$ cat config.mk
export PLATFORM = sky130hd
export DESIGN_NAME = rle_pixel_run_decoder
export DESIGN_NICKNAME = d
export VERILOG_FILES = /design/src/rtl/rlepd_pkg.sv /design/src/rtl/rle_pixel_run_decoder.sv /design/src/rtl/rlepd_step.sv
export SDC_FILE = /design/constraint.sdc
export NUM_CORES = 1
export LEC_CHECK = 0
export ABC_CLOCK_PERIOD_IN_PS = 9200
export BUFFER_PORTS_ARGS = -buffer_cell sky130_fd_sc_hd__buf_2
export CORE_MARGIN = 1
export CORE_UTILIZATION = 35
export DETAILED_ROUTE_END_ITERATION = 8
export PLACE_DENSITY = 0.63
export SYNTH_ARGS = -nofsm -noshare
export SYNTH_HDL_FRONTEND = slang
export SYNTH_SLANG_ARGS = --single-unit
$ cat constraint.sdc
create_clock -name clk -period 9.2 [get_ports clk]
set_input_delay 0.92 -clock clk [delete_from_list [all_inputs] [get_ports clk]]
set_output_delay 0.92 -clock clk [all_outputs]
set_load 0.005 [all_outputs]
$ cat src/rtl/rlepd_pkg.sv
// Shared types and constants of the run-length pixel stream decoder.
`timescale 1ns / 1ps

package rlepd_pkg;

  // Default width of the pixel index counter.
  localparam int DEF_INDEX_BITS = 24;

  // Configuration register layout.
  localparam int CFG_ADDR_W = 3;
  localparam int CFG_DATA_W = 32;

  typedef enum logic [0:0] {
    REG_BYTES_PER_PIXEL = 1'b0,
    REG_PIXEL_TOTAL     = 1'b1
  } cfg_reg_t;

  // Register reset values and the pixel size that carries alpha.
  localparam logic [2:0]  BPP_RESET   = 3'd3;
  localparam logic [2:0]  BPP_ALPHA   = 3'd4;
  localparam logic [23:0] TOTAL_RESET = 24'd1;

  // Byte positions within a pixel at which the pixel completes.
  localparam logic [1:0] LAST_POS_RGB  = 2'd2;
  localparam logic [1:0] LAST_POS_RGBA = 2'd3;

  // Packet and pixel assembly state, apart from the pixel index counter.
  typedef struct packed {
    logic        expect_header;
    logic        packet_is_run;
    logic [7:0]  pixels_left;
    logic [1:0]  byte_pos;
    logic [31:0] pixel_bytes;
  } rlepd_state_t;

  // One decoded pixel word.
  typedef struct packed {
    logic [7:0]  red;
    logic [7:0]  green;
    logic [7:0]  blue;
    logic [7:0]  alpha;
    logic [7:0]  repeat_count;
    logic [23:0] first_index;
    logic        image_done;
    logic        overrun;
  } rlepd_result_t;

endpackage

$ cat src/rtl/rle_pixel_run_decoder.sv
// Top level of the run-length pixel stream decoder with its register port.
//
//   Channel   Direction  Handshake            Payload
//   in_       input      in_valid/in_ready    in_data_byte
//   out_      output     out_valid/out_ready  out_red .. out_overrun
//   config    input      psel/penable/pready  paddr, pwdata, prdata
//
// Bytes pass an input register, results an output register; one byte per cycle unless stalled.
// The sustained rate is set by the single update of the packet state per byte.
// The input register frees whenever the output register is empty or being taken.
// Reset (rst_n low, synchronous) clears the decoder to await a header of a new image.
// Register writes take effect at once and do not disturb the decoding state.
`timescale 1ns / 1ps

module rle_pixel_run_decoder import rlepd_pkg::*; #(
  parameter int INDEX_BITS = DEF_INDEX_BITS
) (
  input  logic                  clk,
  input  logic                  rst_n,
  // Coded byte stream
  input  logic                  in_valid,
  output logic                  in_ready,
  input  logic [7:0]            in_data_byte,
  // Decoded pixel words
  output logic                  out_valid,
  input  logic                  out_ready,
  output logic [7:0]            out_red,
  output logic [7:0]            out_green,
  output logic [7:0]            out_blue,
  output logic [7:0]            out_alpha,
  output logic [7:0]            out_repeat_count,
  output logic [23:0]           out_first_index,
  output logic                  out_image_done,
  output logic                  out_overrun,
  // Register port
  input  logic                  psel,
  input  logic                  penable,
  input  logic                  pwrite,
  input  logic [CFG_ADDR_W-1:0] paddr,
  input  logic [CFG_DATA_W-1:0] pwdata,
  output logic [CFG_DATA_W-1:0] prdata,
  output logic                  pready
);

  logic [2:0]            bpp_r;
  logic [23:0]           total_r;
  logic                  cfg_write;

  logic                  in_valid_r;
  logic                  in_valid_nxt;
  logic [7:0]            in_byte_r;
  logic                  fire;

  rlepd_state_t          state_r;
  rlepd_state_t          state_nxt;
  logic [INDEX_BITS-1:0] pixels_done_r;
  logic [INDEX_BITS-1:0] pixels_done_nxt;
  logic                  emit;
  rlepd_result_t         step_result;

  logic                  out_valid_r;
  logic                  out_valid_nxt;
  rlepd_result_t         out_word_r;

  // Register port: always ready, word decoded by the register index bit.
  assign pready    = 1'b1;
  assign cfg_write = psel && penable && pwrite && pready;

  always_ff @(posedge clk) begin
    if (!rst_n) begin
      bpp_r   <= BPP_RESET;
      total_r <= TOTAL_RESET;
    end else if (cfg_write) begin
      case (cfg_reg_t'(paddr[2]))
        REG_BYTES_PER_PIXEL: bpp_r   <= pwdata[2:0];
        REG_PIXEL_TOTAL:     total_r <= pwdata[23:0];
        default: ;
      endcase
    end
  end

  always_comb begin
    case (cfg_reg_t'(paddr[2]))
      REG_BYTES_PER_PIXEL: prdata = {29'd0, bpp_r};
      REG_PIXEL_TOTAL:     prdata = {8'd0, total_r};
      default:             prdata = '0;
    endcase
  end

  // The held byte is processed when the output register can take a word.
  assign fire         = in_valid_r && (!out_valid_r || out_ready);
  assign in_ready     = !in_valid_r || fire;
  assign in_valid_nxt = (in_valid && in_ready) ? 1'b1 : (fire ? 1'b0 : in_valid_r);

  always_ff @(posedge clk) begin
    if (!rst_n) begin
      in_valid_r <= 1'b0;
    end else begin
      in_valid_r <= in_valid_nxt;
    end
  end

  always_ff @(posedge clk) begin
    if (in_valid && in_ready) begin
      in_byte_r <= in_data_byte;
    end
  end

  // Packet decoding for the held byte.
  rlepd_step #(
    .INDEX_BITS (INDEX_BITS)
  ) u_step (
    .state           (state_r),
    .pixels_done     (pixels_done_r),
    .data_byte       (in_byte_r),
    .bytes_per_pixel (bpp_r),
    .pixel_total     (total_r),
    .state_nxt       (state_nxt),
    .pixels_done_nxt (pixels_done_nxt),
    .emit            (emit),
    .result          (step_result)
  );

  // Decoder state advances once per processed byte.
  always_ff @(posedge clk) begin
    if (!rst_n) begin
      state_r.expect_header <= 1'b1;
      state_r.packet_is_run <= 1'b0;
      state_r.pixels_left   <= 8'd0;
      state_r.byte_pos      <= 2'd0;
      state_r.pixel_bytes   <= 32'd0;
      pixels_done_r         <= '0;
    end else if (fire) begin
      state_r       <= state_nxt;
      pixels_done_r <= pixels_done_nxt;
    end
  end

  // Output register holds a finished word until it is taken.
  assign out_valid_nxt = (fire && emit) ? 1'b1 : (out_ready ? 1'b0 : out_valid_r);

  always_ff @(posedge clk) begin
    if (!rst_n) begin
      out_valid_r <= 1'b0;
    end else begin
      out_valid_r <= out_valid_nxt;
    end
  end

  always_ff @(posedge clk) begin
    if (fire && emit) begin
      out_word_r <= step_result;
    end
  end

  assign out_valid        = out_valid_r;
  assign out_red          = out_word_r.red;
  assign out_green        = out_word_r.green;
  assign out_blue         = out_word_r.blue;
  assign out_alpha        = out_word_r.alpha;
  assign out_repeat_count = out_word_r.repeat_count;
  assign out_first_index  = out_word_r.first_index;
  assign out_image_done   = out_word_r.image_done;
  assign out_overrun      = out_word_r.overrun;

endmodule

$ cat src/rtl/rlepd_step.sv
// Next-state and result logic for one byte of the coded stream.
`timescale 1ns / 1ps

module rlepd_step import rlepd_pkg::*; #(
  parameter int INDEX_BITS = DEF_INDEX_BITS
) (
  input  rlepd_state_t            state,
  input  logic [INDEX_BITS-1:0]   pixels_done,
  input  logic [7:0]              data_byte,
  input  logic [2:0]              bytes_per_pixel,
  input  logic [23:0]             pixel_total,
  output rlepd_state_t            state_nxt,
  output logic [INDEX_BITS-1:0]   pixels_done_nxt,
  output logic                    emit,
  output rlepd_result_t           result
);

  // Comparison width covers both the index counter and the 24-bit total.
  localparam int CMP_W = (INDEX_BITS > 24) ? INDEX_BITS : 24;
  localparam logic [CMP_W-1:0] IDX_MASK = CMP_W'((64'd1 << INDEX_BITS) - 64'd1);

  logic              size_is_four;
  logic              pixel_complete;
  logic [31:0]       merged_bytes;
  logic [CMP_W-1:0]  total_masked;
  logic [CMP_W-1:0]  total_eff;
  logic [CMP_W-1:0]  done_ext;
  logic [CMP_W-1:0]  avail;
  logic [CMP_W-1:0]  left_ext;
  logic [CMP_W-1:0]  count_ext;
  logic [7:0]        left_eff;
  logic [7:0]        count_raw;
  logic [7:0]        count;
  logic              image_done;
  logic              overrun;

  // Place the new byte into the pixel word and see whether the pixel is whole.
  assign size_is_four   = (bytes_per_pixel == BPP_ALPHA);
  assign merged_bytes   = state.pixel_bytes | ({24'd0, data_byte} << {state.byte_pos, 3'b000});
  assign pixel_complete = size_is_four ? (state.byte_pos == LAST_POS_RGBA)
                                       : (state.byte_pos >= LAST_POS_RGB);

  // Pixels still allowed before the image total is reached.
  assign total_masked = CMP_W'(pixel_total) & IDX_MASK;
  assign total_eff    = (total_masked == '0) ? CMP_W'(1) : total_masked;
  assign done_ext     = CMP_W'(pixels_done);
  assign avail        = (total_eff > done_ext) ? (total_eff - done_ext) : '0;

  // Repeat count of this pixel, clipped to what the image still has room for.
  assign left_eff   = (state.pixels_left == 8'd0) ? 8'd1 : state.pixels_left;
  assign count_raw  = state.packet_is_run ? left_eff : 8'd1;
  assign left_ext   = CMP_W'(left_eff);
  assign count      = (CMP_W'(count_raw) > avail) ? avail[7:0] : count_raw;
  assign count_ext  = CMP_W'(count);
  assign overrun    = (left_ext > avail);
  assign image_done = (count_ext >= avail);

  always_comb begin
    state_nxt       = state;
    pixels_done_nxt = pixels_done;
    emit            = 1'b0;
    result          = '0;
    if (state.expect_header) begin
      // A header sets up a raw or a run packet; both lengths are low seven bits plus one.
      state_nxt.packet_is_run = data_byte[7];
      state_nxt.pixels_left   = {1'b0, data_byte[6:0]} + 8'd1;
      state_nxt.expect_header = 1'b0;
      state_nxt.byte_pos      = 2'd0;
      state_nxt.pixel_bytes   = 32'd0;
    end else if (!pixel_complete) begin
      state_nxt.pixel_bytes = merged_bytes;
      state_nxt.byte_pos    = state.byte_pos + 2'd1;
    end else begin
      // A whole pixel: report it and advance the packet and image counters, or clear them when the image is done.
      emit                = 1'b1;
      result.red          = merged_bytes[23:16];
      result.green        = merged_bytes[15:8];
      result.blue         = merged_bytes[7:0];
      result.alpha        = size_is_four ? merged_bytes[31:24] : 8'd0;
      result.repeat_count = count;
      result.first_index  = done_ext[23:0];
      result.image_done   = image_done;
      result.overrun      = overrun;
      state_nxt.byte_pos    = 2'd0;
      state_nxt.pixel_bytes = 32'd0;
      if (image_done) begin
        pixels_done_nxt         = '0;
        state_nxt.pixels_left   = 8'd0;
        state_nxt.expect_header = 1'b1;
      end else begin
        pixels_done_nxt       = pixels_done + INDEX_BITS'(count);
        state_nxt.pixels_left = left_eff - count_raw;
        if (left_eff == count_raw) begin
          state_nxt.expect_header = 1'b1;
        end
      end
    end
  end

endmodule
==> summary.md <==
| Metric | Value |
|---|---|
| Run status | finished, final reports clean |
| Crit path launch type | register |
| # Max-Cap Violations | 0 |
| CTS max path bufs | 2 |
| Maximum clock frequency | 0.119 GHz |
| Largest net degree at the start of global routing | 70 |
| Met2 WL | 11500 microns |
| Clock power share | 41.0% |
| VDD IR max | 0.0876 mV |
| Top FF cell, synth | dfxtp_1 |
| Sequential cell area fraction in the yosys report | 42.7% |
| Measured slew at the worst slew-check pin | 1.17 ns |
| Synth unique cells | 73 |
| DR iter-0 viols | 767 |
| Rows | 60 |
| Final Cycle Share | 91.6% |
| Cells after Synth | 1136 |
| Reg power frac | 42.9% |
| Setup TNS | 0 ns |
| Syn Std Cell Area | 0.00974 sq mm |
| Max incr delay on CP | 0.75 ns |
| Hold Vio Cnt, Final | 0 |
| Final net count | 1320 |
| DRC errors left | 0 |
| 1st-pass router iterations | 5 |
| ANT cells | 0 |
| Starting Density | 35.9% |
| Final setup vio count | 0 |
| DRT antenna net count | 0 |
| Hold-fix buffers at CTS | 0 |
| TritonCTS buffer count | 17 |
| Antenna violations before repair | 0 |
| Gate power share | 16.1% |
| CP dominant cell by count | ha_1 |
| CTS HTree Levels | 4 |
| Asr flop ratio synth | 0% |
| Routability cong. | 0.892 |
| Critical Path AT | 8.72 ns |
| Setup bufs post-CTS | 0 |
| Crit path max fanout | 15 |
| Slew headroom | 22.0% |
| DR WL/cell | 16.4 microns |
| Seq cells post-synth | 171 |
| Slew Limit Fails | 0 |
| IO Pins | 151 |
| Via count | 8331 |
| Clock sinks | 171 |
| Clk_skew | 0.0141 ns |
| Layout cells sized above 1 | 15.4% |
| Psw | 0.000617 W |
| Final Instance Area | 0.0112 sq mm |
| Final worst setup slack | 0.774 ns |
| CTS tree | done |
| Clk root buf | clkbuf_16 |
| Worst Hold Class | register to register |
| Chip width | 169 microns |
| Post-layout util | 41.3% |
| Leakage | 4.41 nW |
| Period minus WS final | 8.43 ns |
| WS Path Type | register to register |
| Drt total wl | 26000 microns |
| Post-CTS sizing | 0 |
| M1 wire length | 12500 microns |
| Pint | 0.00132 W |
| Yosys warns | 0 |
| Hold_ws | 0.473 ns |
| Uppermost layer routed | met4 |
| Switch share | 31.9% |
| Placed inst area | 0.0105 sq mm |
| Vias in the first global route | 7818 |
| CP max-delay cell | a2bb2oi_1 |
| Die area | 0.0285 sq mm |
| CP required | 9.49 ns |
| Core ar. | 0.0271 sq mm |
| Port Buffers | 131 |
| Pwr/cell area | 173 mW/mm^2 |
| GRT Overall Usage | 18.5% |
| Global-route wire length before repair | 41300 microns |
| Chip height | 169 microns |
| DP HPWL | 18800 microns |
| Clock-pin slew on the worst setup and hold paths | 0.08 ns |
| Pre-CTS WS | 0.934 ns |
| WL met3 | 1550 microns |
| Vias per cell | 5.24 |
| Setup crit end kind | register |
| Number of synthesized flops with an enable pin | 74 |
| Syn avg cell area | 8.57 sq um |
| Area Overhead vs Synth | 14.9% |
| GRT Residual Overflow | 0 |
| RSZ-0062 raised after global routing | false |
| Clock latency on the worst-skew pair | 0.44 ns |
[per-layer routing]
layer,up-vias,global-route usage (%)
li1,4117,-
met3,28,4.12
met1,3954,26.0
met5,-,0
met4,0,5.53
met2,232,28.2
[cells by family after synthesis]
| kind of cell | Yosys count | synth area share, % |
|---|---|---|
| AO/OA/AOI/OAI | 297 | 18.7 |
| XOR/XNOR | 38 | 3.42 |
| adder cells (fa/ha/maj) | 64 | 8.38 |
| buffers and inverters | 145 | 6.22 |
| flip-flops | 171 | 42.7 |
| multiplexers | 9 | 0.963 |
| other | 2 | 0.0771 |
| AND/OR/NAND/NOR | 410 | 19.5 |
[cells in the final DEF, fill, tap and decap left out, types with 9 or more instances in the layout]
master	synthesis	layout
dfxtp_1	97	97
nand2b_1	15	15
clkbuf_16	0	17
nand2_1	114	113
nand4_1	14	14
nor4_1	15	15
nand3_1	20	20
o21a_1	11	11
xor2_1	9	9
and2_1	26	26
inv_1	50	49
o211ai_1	18	18
ha_1	62	62
edfxtp_1	74	74
xnor2_1	29	29
a21oi_1	145	145
nor2_1	140	140
nor3_1	23	23
conb_1	2	9
o21ai_0	47	47
buf_2	5	131
nor2b_1	11	11
a21o_1	15	15
[worst max-delay path: cells and delay by family, from the launching register on]
| kind | cells | cell delay [ns] |
|---|---|---|
| compound gates | 15 | 3.73 |
| mux | 1 | 0.10 |
| fa+ha+maj | 5 | 1.23 |
| buf+inv | 3 | 0.40 |
| flops | 1 | 0.36 |
| simple gates | 11 | 2.25 |
| xor+xnor | 1 | 0.20 |
[through the flow]
| stage | total power (W) | cells |
|---|---|---|
| 2_1_floorplan | 0.00108 | 1143 |
| 3_3_place_gp | 0.00115 | 1559 |
| 3_5_place_dp | 0.00115 | 1559 |
| 4_1_cts | 0.00194 | 1591 |
| 5_1_grt | 0.00202 | 1591 |
| 6_report | 0.00193 | 1591 |
[sequential cells by signal, summed over array words and instances (netlist names)]
name and flops:
out_alpha 8, out_first_index 24, bpp_r 3, pixels_done_r 24
in_valid_r 1, out_image_done 1, out_red 8, total_r 24
out_green 8, in_byte_r 8, out_repeat_count 8, out_blue 8
state_r 44, out_valid 1, out_overrun 1
[final cells by class]
| type | count | area, sq um |
|---|---|---|
| Clock buffer | 17 | 425 |
| Clock inverter | 15 | 234 |
| Fill cell | 2715 | 15900 |
| Inverter | 51 | 191 |
| Multi-Input combinational cell | 827 | 5000 |
| Sequential cell | 171 | 4160 |
| Tap cell | 372 | 465 |
| Timing Repair Buffer | 138 | 708 |
[power by group through the flow]
| stage | combinational (W) | sequential [W] | clock (W) |
|---|---|---|---|
| 3_3_place_gp | 0.000301 | 0.000846 | 0 |
| 3_5_place_dp | 0.000307 | 0.000847 | 0 |
| 2_1_floorplan | 0.000245 | 0.000832 | 0 |
| 4_1_cts | 0.000308 | 0.000829 | 0.000804 |
| 6_report | 0.000311 | 0.000830 | 0.000793 |
| 5_1_grt | 0.000349 | 0.000833 | 0.000835 |
[worst paths after layout]
path                                           to  cells after the start        start  slack [ns]
worst max-delay path            pixels_done_r[22]                     36  total_r[12]        0.77
worst min-delay path                  state_r[21]                      2  state_r[21]        0.47
worst max register to register  pixels_done_r[22]                     36  total_r[12]        0.77
worst min register to register        state_r[21]                      2  state_r[21]        0.47
[synthesized netlist by cell type (15+ instances only)]
| library cell | number | area (sq um) |
|---|---|---|
| nor3_1 | 23 | 115 |
| and2_1 | 26 | 163 |
| dfxtp_1 | 97 | 1940 |
| o211ai_1 | 18 | 135 |
| a21o_1 | 15 | 113 |
| edfxtp_1 | 74 | 2220 |
| nand2b_1 | 15 | 93.8 |
| clkbuf_1 | 72 | 270 |
| xnor2_1 | 29 | 254 |
| o21ai_0 | 47 | 235 |
| nand3_1 | 20 | 100 |
| a21oi_1 | 145 | 726 |
| inv_1 | 50 | 188 |
| nor4_1 | 15 | 93.8 |
| ha_1 | 62 | 776 |
| nor2_1 | 140 | 526 |
| nand2_1 | 114 | 428 |
(Power assumes the default switching activity.)
